==> src/design/u8u16_pkg.sv <==
// ---------------------------------------------------------------------------
// u8u16_pkg
// Shared constants and types for the UTF-8 to UTF-16 transcoder.
// ---------------------------------------------------------------------------
`default_nettype none

package u8u16_pkg;

	localparam int unsigned TEXT_W  = 8;
	localparam int unsigned UNIT_W  = 16;
	localparam int unsigned POINT_W = 21;

	localparam logic [UNIT_W-1:0]  REPL_UNIT  = 16'hFFFD;
	localparam logic [UNIT_W-1:0]  HI_SURR    = 16'hD800;
	localparam logic [UNIT_W-1:0]  LO_SURR    = 16'hDC00;
	localparam logic [POINT_W-1:0] SUPP_BASE  = 21'h010000;
	localparam logic [POINT_W-1:0] CODE_LIMIT = 21'h110000;

	// one buffered output word
	typedef struct packed {
		logic [UNIT_W-1:0] unit;
		logic              run_last;
		logic              text_end;
	} unit_t;

endpackage : u8u16_pkg

`default_nettype wire

==> src/design/utf8_to_utf16_transcoder.sv <==
// ---------------------------------------------------------------------------
// utf8_to_utf16_transcoder
// Converts a UTF-8 byte stream into UTF-16 code units.
// ---------------------------------------------------------------------------
// Usage:
//   s_axis carries one text byte per word in tdata; tlast marks the final
//   byte of a text. m_axis carries one UTF-16 code unit per word in tdata;
//   tuser is 1 on the last unit caused by an input byte, tlast on the last
//   unit of the text.
//   A byte that completes a code point passes the input register and then the
//   two-word output buffer before its first unit shows on m_axis.
//   Throughput: one byte per cycle in, one unit per cycle out while m_axis_tready
//   holds high. A byte that emits units is taken as soon as the output buffer
//   has room for them, counting the word leaving in the same cycle; a surrogate
//   pair fills both buffer slots, which the three bytes before it leave free.
//   Reset clears the open sequence, the input register and the buffer.
//   When the receiver stalls, the buffer fills and s_axis_tready drops; no
//   word is lost or repeated.
// ---------------------------------------------------------------------------
`default_nettype none

module utf8_to_utf16_transcoder
	import u8u16_pkg::*;
(
	input  wire logic              clk,
	input  wire logic              arst_n,
	input  wire logic              s_axis_tvalid,
	output logic                   s_axis_tready,
	input  wire logic [TEXT_W-1:0] s_axis_tdata,   // [7:0] text_byte
	input  wire logic              s_axis_tlast,   // final_byte
	output logic                   m_axis_tvalid,
	input  wire logic              m_axis_tready,
	output logic [UNIT_W-1:0]      m_axis_tdata,   // [15:0] code_unit
	output logic                   m_axis_tuser,   // [0] run_last
	output logic                   m_axis_tlast    // text_end
);

	// input register
	logic              valid_s1;
	logic [TEXT_W-1:0] byte_s1;
	logic              fin_s1;

	// sequence state
	logic [POINT_W-1:0] acc_q;
	logic [1:0]         pend_q;

	// output buffer
	unit_t      buf_q [2];
	logic       rd_q;
	logic       wr_q;
	logic [1:0] cnt_q;

	// decode
	logic [POINT_W-1:0] acc_d;
	logic [1:0]         need_d;
	logic [POINT_W-1:0] acc_next;
	logic [1:0]         pend_next;
	logic [1:0]         n_units;
	unit_t              u0;
	unit_t              u1;
	logic [POINT_W-1:0] supp_off;

	logic       pop;
	logic [2:0] free_slots;
	logic       consume;

	always_comb begin
		if (pend_q == 2'd0) begin
			if (byte_s1[7] == 1'b0) begin
				acc_d  = {13'd0, byte_s1};
				need_d = 2'd0;
			end else if (byte_s1[7:5] == 3'b110) begin
				acc_d  = {16'd0, byte_s1[4:0]};
				need_d = 2'd1;
			end else if (byte_s1[7:4] == 4'b1110) begin
				acc_d  = {17'd0, byte_s1[3:0]};
				need_d = 2'd2;
			end else begin
				acc_d  = {18'd0, byte_s1[2:0]};
				need_d = 2'd3;
			end
		end else begin
			acc_d  = {acc_q[POINT_W-7:0], byte_s1[5:0]};
			need_d = pend_q - 2'd1;
		end
	end

	assign supp_off = acc_d - SUPP_BASE;

	always_comb begin
		acc_next  = '0;
		pend_next = 2'd0;
		n_units   = 2'd1;
		u0        = '{unit: REPL_UNIT, run_last: 1'b1, text_end: fin_s1};
		u1        = '{unit: REPL_UNIT, run_last: 1'b1, text_end: fin_s1};
		if (need_d != 2'd0) begin
			// sequence still open; cut short only at the end of text
			if (!fin_s1) begin
				acc_next  = acc_d;
				pend_next = need_d;
				n_units   = 2'd0;
			end
		end else if (acc_d < SUPP_BASE) begin
			u0.unit = acc_d[UNIT_W-1:0];
		end else if (acc_d < CODE_LIMIT) begin
			n_units     = 2'd2;
			u0.unit     = HI_SURR | {6'd0, supp_off[19:10]};
			u0.run_last = 1'b0;
			u0.text_end = 1'b0;
			u1.unit     = LO_SURR | {6'd0, supp_off[9:0]};
		end
	end

	assign m_axis_tvalid = (cnt_q != 2'd0);
	assign pop           = m_axis_tvalid && m_axis_tready;
	assign free_slots    = 3'd2 - {1'b0, cnt_q} + {2'd0, pop};
	assign consume       = valid_s1 && ({1'b0, n_units} <= free_slots);
	assign s_axis_tready = !valid_s1 || consume;

	assign m_axis_tdata = buf_q[rd_q].unit;
	assign m_axis_tuser = buf_q[rd_q].run_last;
	assign m_axis_tlast = buf_q[rd_q].text_end;

	always_ff @(posedge clk or negedge arst_n) begin
		if (!arst_n) begin
			valid_s1 <= 1'b0;
		end else if (s_axis_tready) begin
			valid_s1 <= s_axis_tvalid;
		end
	end

	always_ff @(posedge clk) begin
		if (s_axis_tvalid && s_axis_tready) begin
			byte_s1 <= s_axis_tdata;
			fin_s1  <= s_axis_tlast;
		end
	end

	always_ff @(posedge clk or negedge arst_n) begin
		if (!arst_n) begin
			acc_q  <= '0;
			pend_q <= 2'd0;
		end else if (consume) begin
			acc_q  <= acc_next;
			pend_q <= pend_next;
		end
	end

	always_ff @(posedge clk or negedge arst_n) begin
		if (!arst_n) begin
			rd_q  <= 1'b0;
			wr_q  <= 1'b0;
			cnt_q <= 2'd0;
		end else begin
			if (pop) begin
				rd_q <= ~rd_q;
			end
			if (consume) begin
				wr_q <= wr_q ^ n_units[0];
			end
			cnt_q <= cnt_q + (consume ? n_units : 2'd0) - {1'b0, pop};
		end
	end

	always_ff @(posedge clk) begin
		if (consume && n_units != 2'd0) begin
			buf_q[wr_q] <= u0;
		end
		if (consume && n_units == 2'd2) begin
			buf_q[~wr_q] <= u1;
		end
	end

endmodule : utf8_to_utf16_transcoder

`default_nettype wire

==> config.mk <==
export PLATFORM = sky130hd
export DESIGN_NAME = utf8_to_utf16_transcoder
export DESIGN_NICKNAME = d
export VERILOG_FILES = /design/src/design/u8u16_pkg.sv /design/src/design/utf8_to_utf16_transcoder.sv
export SDC_FILE = /design/constraint.sdc
export NUM_CORES = 1
export LEC_CHECK = 0
export BUFFER_PORTS_ARGS = -buffer_cell sky130_fd_sc_hd__buf_2
export CAP_MARGIN = 10
export CELL_PAD_IN_SITES_DETAIL_PLACEMENT = 0
export CELL_PAD_IN_SITES_GLOBAL_PLACEMENT = 2
export CORE_MARGIN = 2
export CORE_UTILIZATION = 38
export DETAILED_ROUTE_END_ITERATION = 10
export PLACE_DENSITY = 0.88
export SYNTH_ARGS = -nofsm -noshare
export SYNTH_HDL_FRONTEND = slang
export SYNTH_SLANG_ARGS = --single-unit
==> constraint.sdc <==
create_clock -name clk -period 5.1 [get_ports clk]
set_clock_uncertainty 0.15 [all_clocks]
set_input_delay 1.02 -clock clk [delete_from_list [all_inputs] [get_ports clk]]
set_output_delay 1.02 -clock clk [all_outputs]
set_load 0.02 [all_outputs]
== After elaboration in Yosys (flattened, before gate mapping) ==
Memory sizes are Yosys's and may differ from the RTL's.
Index checks and enable logic that the tools add are counted.

* Register bits: 31
* Latch bits: 0
* RAM bits: 36
* ROM bits: 0
* Input port bits: 13
* Output and inout port bits: 20
* Word-level logic and storage cells: 63
* Memories: 1

* Add/subtract/negate cells: 6
* Multiply operators: 0
* Div/mod/pow operators: 0
* Order comparisons: 3
* Equality and inequality tests: 3
* Shifts and indexed selects: 0
* Muxes and demuxes: 28
* Bitwise gates (word level): 3
* Reductions and logical operators: 11

{| class="wikitable"
|+ Memories
! name !! depth !! width !! rd ports !! clocked after memory_dff !! wr ports !! line !! source
|-
| buf_q || 2 || 18 || 1 || 0 || 2 || utf8_to_utf16_transcoder.sv:48 || <nowiki>unit_t buf_q [2];</nowiki>
|}

{| class="wikitable"
|+ Operator list
! kind !! number
|-
| 2-to-1 mux 16 bit || 4
|-
| 2-to-1 mux 21 bit || 2
|-
| 2-to-1 mux 15 bit || 2
|-
| < comparator 21 x 17 -> 1 bit, second input constant || 1
|-
| < comparator 21 bit, second input constant || 1
|-
| 2-to-1 mux 2 bit || 10
|-
| subtractor 20 x 17 -> 20 bit, second input constant || 1
|-
| 2-to-1 mux 18 bit || 1
|-
| 2-to-1 mux 14 bit || 1
|-
| 2-to-1 mux 1 bit || 6
|-
| nonzero test 2 bit || 3
|-
| logical AND 1 bit || 5
|-
| 2-to-1 mux 5 bit || 1
|-
| equality test 4 bit, second input constant || 1
|-
| 2-to-1 mux 4 bit || 1
|-
| adder 3 x 1 -> 3 bit || 1
|-
| equality test 3 bit, second input constant || 1
|-
| less-or-equal comparator 2 x 3 -> 1 bit || 1
|-
| subtractor 2 x 2 -> 3 bit, first input constant || 1
|-
| adder 2 bit || 1
|-
| equality test 2 bit, second input constant || 1
|-
| logical NOT 2 bit || 1
|-
| NOT 1 bit || 2
|-
| subtractor 2 x 1 -> 2 bit || 1
|-
| other kinds (4) || 4
|}

== Logic depth before layout (Yosys ltp) ==
Gate-level depths: netlist (run 1).

* Depth in word-level cells: 14
* Depth in mapped cells: 15
* Gate-level depth less buffers: 15

== Worst setup path before layout (run 1) ==
No wires, ideal clock.

* Path kind: input -> register
* Start: input m_axis_tready
* End: register cnt_q[1]
* Library setup time: 0.123 ns
* Arrival time: 3.526 ns
* Data required time: 4.827 ns
* Slack: 1.300 ns
* Stages: 14
* Path buffers: 0
* Cells stage by stage: nand2_1 ha_1 ha_1 ha_1 nor2b_1 o21ai_1 and2_1 nand3_1 ha_1 inv_1 ha_1 xor2_1 xnor2_1 xnor2_1

* Cells in the longest elaborated chain, start to end: 7

{| class="wikitable"
|+ RTL lines
! item !! line !! source
|-
| start, declared || utf8_to_utf16_transcoder.sv:32 || <nowiki>input wire logic m_axis_tready,</nowiki>
|-
| logical AND 1 bit (*) || utf8_to_utf16_transcoder.sv:115 || <nowiki>assign pop = m_axis_tvalid && m_axis_tready;</nowiki>
|-
| adder 3 x 1 -> 3 bit || utf8_to_utf16_transcoder.sv:116 || <nowiki>assign free_slots = 3'd2 - {1'b0, cnt_q} + {2'd0, pop};</nowiki>
|-
| less-or-equal comparator 2 x 3 -> 1 bit || utf8_to_utf16_transcoder.sv:117 || <nowiki>assign consume = valid_s1 && ({1'b0, n_units} <= free_slots);</nowiki>
|-
| logical AND 1 bit || utf8_to_utf16_transcoder.sv:117 ||
|-
| 2-to-1 mux 2 bit || utf8_to_utf16_transcoder.sv:161 || <nowiki>cnt_q <= cnt_q + (consume ? n_units : 2'd0) - {1'b0, pop};</nowiki>
|-
| adder 2 bit || utf8_to_utf16_transcoder.sv:161 ||
|-
| subtractor 2 x 1 -> 2 bit (*) || utf8_to_utf16_transcoder.sv:161 ||
|-
| end signal, assigned || utf8_to_utf16_transcoder.sv:161 ||
|-
| end, declared || utf8_to_utf16_transcoder.sv:51 || <nowiki>logic [1:0] cnt_q;</nowiki>
|}

Mark *: on every way between the ends. The rest lies on a longest branch, timed or not.
A chain may end at the register's enable or synchronous reset.

== Worst setup path in the final report (run 1) ==
* Start: register acc_q[13]
* End: output s_axis_tready

* Cells in the longest elaborated chain, start to end: 8
* Elaborated cells between the ends (all ways): 9
* Those cells by class: 3 x order compare; 4 x mux; 2 x reduce/logical

{| class="wikitable"
|+ RTL lines
! item !! line !! source
|-
| start, declared || utf8_to_utf16_transcoder.sv:44 || <nowiki>logic [POINT_W-1:0] acc_q;</nowiki>
|-
| start signal, assigned || utf8_to_utf16_transcoder.sv:144 || <nowiki>acc_q <= acc_next;</nowiki>
|-
| 2-to-1 mux 21 bit (*) || utf8_to_utf16_transcoder.sv:68 || <nowiki>if (pend_q == 2'd0) begin</nowiki>
|-
| < comparator 21 bit || utf8_to_utf16_transcoder.sv:105 || <nowiki>end else if (acc_d < CODE_LIMIT) begin</nowiki>
|-
| 2-to-1 mux 2 bit || utf8_to_utf16_transcoder.sv:105 ||
|-
| 2-to-1 mux 2 bit (*) || utf8_to_utf16_transcoder.sv:103 || <nowiki>end else if (acc_d < SUPP_BASE) begin</nowiki>
|-
| 2-to-1 mux 2 bit (*) || utf8_to_utf16_transcoder.sv:96 || <nowiki>if (need_d != 2'd0) begin</nowiki>
|-
| less-or-equal comparator 2 x 3 -> 1 bit (*) || utf8_to_utf16_transcoder.sv:117 ||
|-
| logical AND 1 bit (*) || utf8_to_utf16_transcoder.sv:117 ||
|-
| logical OR 1 bit (*) || utf8_to_utf16_transcoder.sv:118 || <nowiki>assign s_axis_tready = !valid_s1 || consume;</nowiki>
|-
| end, declared || utf8_to_utf16_transcoder.sv:28 || <nowiki>output logic s_axis_tready,</nowiki>
|}

Marks and branches as above.

==> out/results.txt, run 1 <==
Place WS -> 1.01 ns
final setup fails -> 0
CTS Buffer Depth -> 2
most frequent cells in the layout -> 48 x nand2_1, 33 x edfxtp_1, 32 x buf_2
distinct cell type count after synthesis -> 51
#FFs+latches synth -> 67
ratio of cells with drive above 1 in the final layout -> 22.2%
post-synth top area cell -> edfxtp_1
Die W -> 97.8 µm
Setup WS post-layout -> 1.21 ns
status -> completed
core footprint -> 8640 µm²
residual DRC count -> 0
clock root buffer -> clkbuf_8
largest net degree at the start of global routing -> 30
chip height -> 97.8 µm
Yosys top cell area share -> 29.6%
first-pass GRT wire length -> 13.2 mm
Ports -> 33
Leak -> 1.56 nW
Final Cycle Share -> 76.2%
Post-Syn Instances -> 316
Area contributors post-synth -> edfxtp_1 30%, dfrtp_1 16%, dfxtp_1 7.2%
multi-input combinational cell area -> 1440 µm²
commonest non-fill, non-tap cell in the layout -> nand2_1
drt first-iter violations -> 169
Crit Path Max Fanout -> 7
sequential area share after synthesis -> 53.3%
CTS tree -> yes
worst path arrival time -> 2.72 ns
cts bufs inserted -> 9
# diodes -> 0
CP Launch Type -> flop
relative slew slack -> 44.5%
hold buffer count at cts -> 0
# resized after CTS -> 0
via/cell ratio -> 5.50
crit end category -> output pin
Critical Path RT -> 3.93 ns
ys async rst share -> 32.8%
filler instances -> 840
Mapped Area -> 3340 µm²
Setup CP Type -> flop to output pin
Die Area -> 9560 µm²
Buffers on Ports -> 32
worst hold slack -> 0.339 ns
drt pass-1 iters -> 4
number of synthesized flops with an enable pin -> 33
Via Count -> 2531
maxcap violations -> 0
setup bufs post-CTS -> 0
worst-skew pair later-pin latency -> 0.34 ns
Final Max Slew Viols -> 0
Area Growth Syn to Fin -> 13.6%
num rows -> 34
Clock transition at path regs -> 0.07 ns
Final Wtd Congestion -> 0.885
Max Fclk -> 257 MHz
initial antenna violation count -> 0
pwr/cell area -> 699 nW/µm²
Slew @ Worst Pin -> 0.830 ns
Avg Inst Size Synth -> 10.6 µm²
final setup TNS -> 0 ns
worst min-delay path category -> flop to flop
Initial Utilization -> 38.7%
DR WL/cell -> 17.4 µm
Final Hold Vio Count -> 0
Top FF cell, synth -> edfxtp_1
Syn Nets -> 336
total track usage -> 17.6%
total wire length -> 7.99 mm
Syn. warnings -> 0
Pwr Total -> 2.65 mW
FF+latch area -> 1780 µm²
unrepaired setup endpoints after global routing -> false
grt total ovfl -> 0
Sink Count -> 67
NumNets Final -> 367
antenna-violating nets left -> 0
Tmin final -> 3.89 ns
number of global-route vias before repair -> 2466
Worst VDD drop -> 0.285 mV
post-DP HPWL -> 5.80 mm
CTS H-Tree Depth -> 3
[critical path, stage by stage (launching register included)]
cell	delay, ns
dfrtp_1	0.43
nor4_4	0.42
mux2i_1	0.32
clkinv_2	0.21
ha_1	0.35
nor2b_1	0.14
o211ai_1	0.28
buf_2	0.23
[path summary, 6_finish.rpt]
check	startpoint	end	slack, ns	depth (start not counted)
worst max-delay path	acc_q[13]	s_axis_tready	1.21	7
worst min-delay path	buf_q[1][12]	buf_q[1][12]	0.34	1
worst max register to register	acc_q[13]	cnt_q[1]	1.24	14
worst min register to register	buf_q[1][12]	buf_q[1][12]	0.34	1
max in group asynchronous	arst_n	acc_q[14]	3.93	1
min in group asynchronous	arst_n	rd_q	0.50	1
[synthesized netlist by cell type (2+ instances only)]
master / number
or4_1: 2
xnor2_1: 5
nor2_1: 14
or2_1: 2
nor3b_1: 2
a21o_1: 3
and3_1: 2
xor2_1: 2
dfrtp_1: 22
mux2i_1: 2
dfxtp_1: 12
nor2b_1: 8
o211ai_1: 9
o21ai_1: 4
a21oi_1: 12
o22ai_1: 13
inv_1: 9
and2_1: 2
buf_2: 4
a221o_1: 2
mux2_2: 18
nor4_1: 2
nor3_1: 8
o31ai_1: 10
edfxtp_1: 33
ha_1: 7
a32o_1: 3
clkbuf_1: 11
o21ai_0: 16
buf_1: 2
nand2_1: 48
nand3_1: 6
or2_2: 2
nand4_1: 2
[power by group]
part	internal (mW)	switching, mW	total, mW
Sequential	0.818	0.168	0.986
Combinational	0.466	0.764	1.23
Clock	0.237	0.201	0.438
[cells by family after synthesis]
group,Yosys count,synth area share (%)
AO/OA/AOI/OAI,81,16.1
flip-flops,67,53.3
AND/OR/NAND/NOR,106,15.9
multiplexers,20,6.66
XOR/XNOR,7,1.83
adder cells (fa/ha/maj),7,2.62
buffers and inverters,28,3.56
[routing by layer]
layer  global-route usage [%]  vias to the layer above  routed length (µm)
met5                        0                        -                   0
met4                     7.48                        0                 187
li1                         -                     1235                   -
met1                     26.5                     1218                3960
met3                     3.08                       16                 364
met2                     25.1                       62                3470
[stage by stage]
step	cell area (µm²)	utilization [%]	std cells
floorplan	3340	-	316
global placement	3600	41.7	444
detailed placement	3600	41.7	444
CTS	3800	44.0	460
global route	3800	44.0	460
finish	3800	44.0	460
[registers in the layout, summed over array words and instances, names as in the netlist, 2 cells and up]
register	flops
acc_q	15
pend_q	2
cnt_q	2
buf_q	36
byte_s1	8
[cell type report]
type	count	area share (%)
clock buffer	11	3.72
timing repair buffer	38	5.40
inverter	10	1.02
tap	108	3.56
clock inverter	5	1.38
sequential	67	46.9
multi-input combinational	221	38.0
(Power assumes the default switching activity.)
==> run 2, diff against run 1 <==
Settings changed: CORE_UTILIZATION 38 to 35, PLACE_DENSITY 0.88 to 0.86.
Clock period 5.1 ns to 3.3 ns, I/O delays scaled along.
==> run 2 against run 1 <==
  * Final area is 8.8% higher
  * Sequential power is 53% higher
  * Sequential share of layout area is 3.8 points lower
  * First-iteration DRC count is 3.6% lower
  * Register-to-register slack worse by 1.1 ns
  * Via count is 3.5% higher
  * Combinational power is 92% higher
  * Die area is 8.2% higher
==> out/results.txt, run 2 (same netlist as run 1, synthesis figures left out) <==
Ports -> 33 (unchanged)
maxcap violations -> 0 (unchanged)
Crit Path Max Fanout -> 4 (-3)
Reg2Reg Depth -> 14 (unchanged)
Reg2Reg Capture Point -> cnt_q[1]
ratio of cells with drive above 1 in the final layout -> 28.8% (+6.6 points)
Buffers on Ports -> 32 (unchanged)
worst min-delay path category -> input port to async pin
DR WL/cell -> 16.9 µm (-2.7%)
Final Cycle Share -> 97.9%
final cell count without fillers -> 497 (+8.0%)
Setup WS post-layout -> 0.0697 ns (-1.14 ns)
# diodes -> 0 (unchanged)
relative slew slack -> 45.0% (+0.57 points)
post-DP HPWL -> 6.12 mm (+5.6%)
Initial Utilization -> 36.2% (-2.5 points)
Worst VDD drop -> 0.447 mV (+57%)
Die Area -> 10400 µm² (+8.2%)
worst hold slack -> 0.124 ns (-0.215 ns)
Sink Count -> 67 (unchanged)
Area Growth Syn to Fin -> 23.6%
most frequent cells in the layout -> 48 x nand2_1, 33 x edfxtp_1, 31 x buf_2
unrepaired setup endpoints after global routing -> true
crit end category -> output pin
chip height -> 102 µm (+4.0%)
final setup fails -> 0 (unchanged)
total wire length -> 8.39 mm (+5.1%)
pwr/cell area -> 1140 nW/µm² (+63%)
Pwr Total -> 4.70 mW (+77%)
Setup CP Type -> flop to output pin
drt pass-1 iters -> 5 (+1)
Crit path largest cell delay -> 0.41 ns (-0.02 ns)
antenna-violating nets left -> 0 (unchanged)
CP Cell Sequence -> nor4_4 -> mux2i_2 -> clkinv_2 -> ha_4 -> a21oi_2 -> o211ai_1 -> buf_4
via/cell ratio -> 5.27 (-4.2%)
cts bufs inserted -> 9 (unchanged)
Final Hold Vio Count -> 0 (unchanged)
Design Area, Final -> 4130 µm² (+8.8%)
NumNets Final -> 383 (+4.4%)
area of placed instances -> 3820 µm² (+5.9%)
Max Fclk -> 310 MHz
Critical Path RT -> 2.49 ns (-1.44 ns)
num rows -> 35 (+2.9%)
clock root buffer -> clkbuf_8
CTS Buffer Depth -> 2 (unchanged)
CP Launch Type -> flop
worst path arrival time -> 2.42 ns (-0.30 ns)
largest register by flop count -> buf_q
CTS H-Tree Depth -> 3 (unchanged)
Reg2Reg Launch Point -> acc_q[11]
initial antenna violation count -> 0 (unchanged)
Slew @ Worst Pin -> 0.824 ns (-0.00611 ns)
Final Max Slew Viols -> 0 (unchanged)
total track usage -> 17.4% (-0.25 points)
drt first-iter violations -> 163 (-3.6%)
Clock transition at path regs -> 0.08 ns (about the same)
Die W -> 102 µm (+4.0%)
largest net degree at the start of global routing -> 35 (+17%)
register-to-register setup slack -> 0.12 ns (-1.12 ns)
core footprint -> 9240 µm² (+7.0%)
Via Count -> 2619 (+3.5%)
residual DRC count -> 0 (unchanged)
Place WS -> 0.0266 ns (-0.980 ns)
Final Wtd Congestion -> 0.911 (+2.9%)
worst-skew pair later-pin latency -> 0.35 ns (about the same)
Worst path slowest cell -> dfrtp_1
number of global-route vias before repair -> 2521 (+2.2%)
Leak -> 1.69 nW (+8.2%)
Tmin final -> 3.23 ns
hold buffer count at cts -> 0 (unchanged)
largest registers -> buf_q (36), acc_q (15), byte_s1 (8)
grt total ovfl -> 0 (unchanged)
commonest non-fill, non-tap cell in the layout -> nand2_1
status -> completed
DP Cell Count -> 477 (+7.4%)
max FFs per register -> 36 (unchanged)
first-pass GRT wire length -> 13.5 mm (+2.2%)
CTS tree -> yes
[run 2: cell count changes in the layout (fill, tap and decap cells not counted), moves of 2 or more]
| cell | previous run | this run |
|---|---|---|
| buf_12 | 0 | 4 |
| buf_4 | 6 | 19 |
| bufinv_16 | 1 | 3 |
| clkinv_2 | 4 | 2 |
| ha_1 | 7 | 4 |
| ha_4 | 0 | 3 |
[run 2: worst max path at each step]
stage,end,from,slack [ns],cells after the start
3_5_place_dp,cnt_q[1],m_axis_tready,0.03,15
4_1_cts,s_axis_tready,acc_q[13],0.003,7
5_1_grt,s_axis_tready,acc_q[11],-0.04,7
6_report,s_axis_tready,acc_q[11],0.07,7
3_3_place_gp,cnt_q[1],m_axis_tready,0.09,15
2_1_floorplan,cnt_q[1],acc_q[10],-0.08,15
[run 2: critical path: cells and delay by family (launching register included)]
family,cells,cell delay [ns]
flip-flops,1,0.41
multiplexers,1,0.36
AO/OA/AOI/OAI,2,0.36
AND/OR/NAND/NOR,1,0.34
buffers and inverters,2,0.34
adder cells (fa/ha/maj),1,0.26
[run 2: final cells by class]
class                   instances  area, µm²
repair buffers                 54        378
fillers                       915       5110
multi-input cells             221       1530
well taps                     129        161
clock buffers                  10        128
inverters                      10       38.8
clock inverters                 6        113
flip-flops and latches         67       1780
[run 2: layer usage]
metal / wire length, µm / part of all wire [%] / GRT usage, %
met1: 3990 / 48 / 23.3
met3: 397 / 4.7 / 4.35
met5: 0 / 0 / 0
met4: 146 / 1.7 / 5.30
met2: 3860 / 46 / 27.9
[run 2: stage by stage]
step / TNS, ns / utilization [%]
3_3_place_gp: 0 / 41.3
5_1_grt: -0.0709 / 44.7
4_1_cts: 0 / 44.0
2_1_floorplan: -0.0755 / -
6_report: 0 / 44.7
3_5_place_dp: 0 / 41.3
[run 2: where the power goes]
part / switching (mW) / internal [mW] / leakage (nW)
Combinational: 1.34 / 1.02 / 0.860
Clock: 0.330 / 0.505 / 0.121
Sequential: 0.242 / 1.26 / 0.709
[run 2: repair_timing]
action                     4_1_cts  5_1_grt
setup endpoints to repair        1        2
resized for setup                0        8
buffers inserted                 1        3
gates cloned                     0        0
pin swaps                        0       11
==> run 3, diff against run 2 <==
==> constraint.sdc (replaced) <==
create_clock -name clk -period 3.3 [get_ports clk]
set_clock_uncertainty 0.15 [all_clocks]
set_input_delay 0.33 -clock clk [delete_from_list [all_inputs] [get_ports clk]]
set_output_delay 0.33 -clock clk [all_outputs]
set_load 0.02 [all_outputs]
==> run 3 against run 2 <==
  * Die area did not move
  * Sequential cell count did not move
  * Clock power fell by 1%
  * Sequential share of layout area barely moved
  * Critical path type is now flop to flop
==> out/results.txt, run 3 (same netlist as run 1, synthesis figures left out) <==
CTS Buffer Depth -> 2 (unchanged)
Leak -> 1.69 nW (+0.20%)
Buffers on Ports -> 32 (unchanged)
CTS H-Tree Depth -> 3 (unchanged)
cts bufs inserted -> 9 (unchanged)
Worst path most repeated cell -> ha_4
worst path arrival time -> 3.29 ns (+0.87 ns)
switching pwr -> 1.88 mW (-1.3%)
Largest delay share family, worst path -> adder cells
chip height -> 102 µm (unchanged)
final setup fails -> 0 (unchanged)
number of global-route vias before repair -> 2556 (+1.4%)
grt total ovfl -> 0 (unchanged)
Sink Count -> 67 (unchanged)
DP Cell Count -> 480 (+0.63%)
CP Launch Type -> flop
Final Cycle Share -> 96.1% (-1.8 points)
worst-skew pair later-pin latency -> 0.34 ns (about the same)
Worst VDD drop -> 0.386 mV (-14%)
maxcap violations -> 0 (unchanged)
largest register by flop count -> buf_q
Setup CP Type -> flop to flop
sw frac -> 41.1% (+0.49 points)
status -> completed
buffers plus inverters on the worst setup path -> 1 (-1)
Die W -> 102 µm (unchanged)
relative slew slack -> 45.2% (+0.12 points)
commonest non-fill, non-tap cell in the layout -> nand2_1
Critical Path RT -> 3.42 ns (+0.93 ns)
Final Max Slew Viols -> 0 (unchanged)
Clk pwr share -> 18.0% (+0.2 points)
post-layout util -> 44.7% (about the same)
sequential power share -> 32.6% (+0.6 points)
most frequent cells in the layout -> 47 x nand2_1, 33 x edfxtp_1, 32 x buf_2
Worst path slowest cell -> dfrtp_1
Via Count -> 2652 (+1.3%)
largest registers -> buf_q (36), acc_q (15), byte_s1 (8)
core footprint -> 9240 µm² (unchanged)
Crit Path Max Fanout -> 3 (-1)
Final Hold Vio Count -> 0 (unchanged)
Ports -> 33 (unchanged)
drt first-iter violations -> 139 (-15%)
max FFs per register -> 36 (unchanged)
total track usage -> 17.6% (+0.17 points)
drt pass-1 iters -> 4 (-1)
worst hold slack -> 0.0200 ns (-0.104 ns)
initial antenna violation count -> 0 (unchanged)
final cell count without fillers -> 503 (+1.2%)
Initial Utilization -> 36.2% (unchanged)
Tmin final -> 3.17 ns (-0.0586 ns)
P_int -> 2.70 mW (-3.3%)
CP Cell Sequence -> or2_2 -> nand2_2 -> ha_1 -> ha_1 -> ha_4 -> nor2b_4 -> o21ai_4 -> and2_4 -> nand3_4 -> ha_4 -> inv_2 -> ha_4 -> xor2_2 -> xnor2_1 -> xnor2_1
crit end category -> flop
total wire length -> 8.52 mm (+1.5%)
largest net degree at the start of global routing -> 28 (-20%)
via/cell ratio -> 5.27 (about the same)
CTS tree -> yes
Clock transition at path regs -> 0.07 ns (about the same)
Final Wtd Congestion -> 0.868 (-4.7%)
DR WL/cell -> 16.9 µm (+0.30%)
Area Growth Syn to Fin -> 23.7% (about the same)
filler instances -> 879 (-3.9%)
ratio of cells with drive above 1 in the final layout -> 28.9% (+0.073 points)
logic gate share of total power -> 49.4% (-0.8 points)
residual DRC count -> 0 (unchanged)
post-DP HPWL -> 6.22 mm (+1.7%)
worst min-delay path category -> input port to flop
Slew @ Worst Pin -> 0.823 ns (-0.00176 ns)
Design Area, Final -> 4130 µm² (about the same)
# diodes -> 0 (unchanged)
Max Fclk -> 315 MHz (+1.8%)
area of placed instances -> 3790 µm² (-0.72%)
first-pass GRT wire length -> 13.6 mm (+0.72%)
num rows -> 35 (unchanged)
antenna-violating nets left -> 0 (unchanged)
Die Area -> 10400 µm² (unchanged)
Crit path largest cell delay -> 0.43 ns (+0.02 ns)
NumNets Final -> 389 (+1.6%)
Pwr Total -> 4.58 mW (-2.5%)
clock root buffer -> clkbuf_8
pwr/cell area -> 1110 nW/µm² (-2.5%)
[run 3: cell count changes in the layout (fill, tap and decap cells not counted)]
cell,change
buf_4,+5
buf_12,-4
dlygate4sd3_1,+4
buf_2,+1
nand2_1,-1
nand2_2,+1
or2_1,+1
or2_4,-1
[run 3: final cells by class]
| type | count | area (µm²) | area share, % |
|---|---|---|---|
| multi-input cells | 221 | 1530 | 37.0 |
| clock buffers | 10 | 128 | 3.09 |
| repair buffers | 60 | 380 | 9.20 |
| inverters | 10 | 38.8 | 0.938 |
| well taps | 129 | 161 | 3.90 |
| clock inverters | 6 | 113 | 2.72 |
| flip-flops and latches | 67 | 1780 | 43.1 |
[run 3: path summary, 6_finish.rpt]
kind	startpoint	endpoint	slack, ns	cells after the start
hold reg to reg	acc_q[1]	acc_q[1]	0.33	2
setup reg to reg	cnt_q[0]	cnt_q[1]	0.13	15
setup / recovery	cnt_q[0]	cnt_q[1]	0.13	15
min in group asynchronous	arst_n	acc_q[8]	0.33	2
max in group asynchronous	arst_n	acc_q[14]	2.33	2
hold / removal	s_axis_tdata[4]	byte_s1[4]	0.02	1
[run 3: worst register-to-register path, stage by stage (launching register included)]
cell	delay, ns
dfrtp_1	0.43
or2_2	0.33
nand2_2	0.10
ha_1	0.15
ha_1	0.26
ha_4	0.23
nor2b_4	0.13
o21ai_4	0.13
and2_4	0.18
nand3_4	0.08
ha_4	0.28
inv_2	0.04
ha_4	0.15
xor2_2	0.14
xnor2_1	0.19
xnor2_1	0.14
[run 3: repair_timing]
item / CTS / global route
setup endpoints to repair: 1 / 16
gates resized for setup: 1 / 6
pin swaps: 1 / 9
gates cloned: 0 / 0
setup buffers: 1 / 2
hold buffers: 3 / 1
endpoints found under the hold margin: 24 / 1
[run 3: power by group through the flow]
stage	Sequential, mW	Combinational (mW)	Clock (mW)
6_report	1.49	2.26	0.825
5_1_grt	1.54	2.47	0.873
2_1_floorplan	1.39	1.60	0
3_3_place_gp	1.50	2.15	0
4_1_cts	1.50	2.20	0.841
3_5_place_dp	1.51	2.18	0
[run 3: through the flow]
step,setup slack (ns),setup TNS (ns)
finish,0.128,0
global route,-0.0135,-0.0135
CTS,0.0155,0
detailed placement,0.0273,0
global placement,0.121,0
floorplan,-0.0755,-0.0755
[run 3: per-layer routing]
metal / global-route usage [%] / part of all wire, %
met1: 23.5 / 45
met2: 28.1 / 47
met3: 4.07 / 6.3
met4: 5.82 / 1.9
met5: 0 / 0
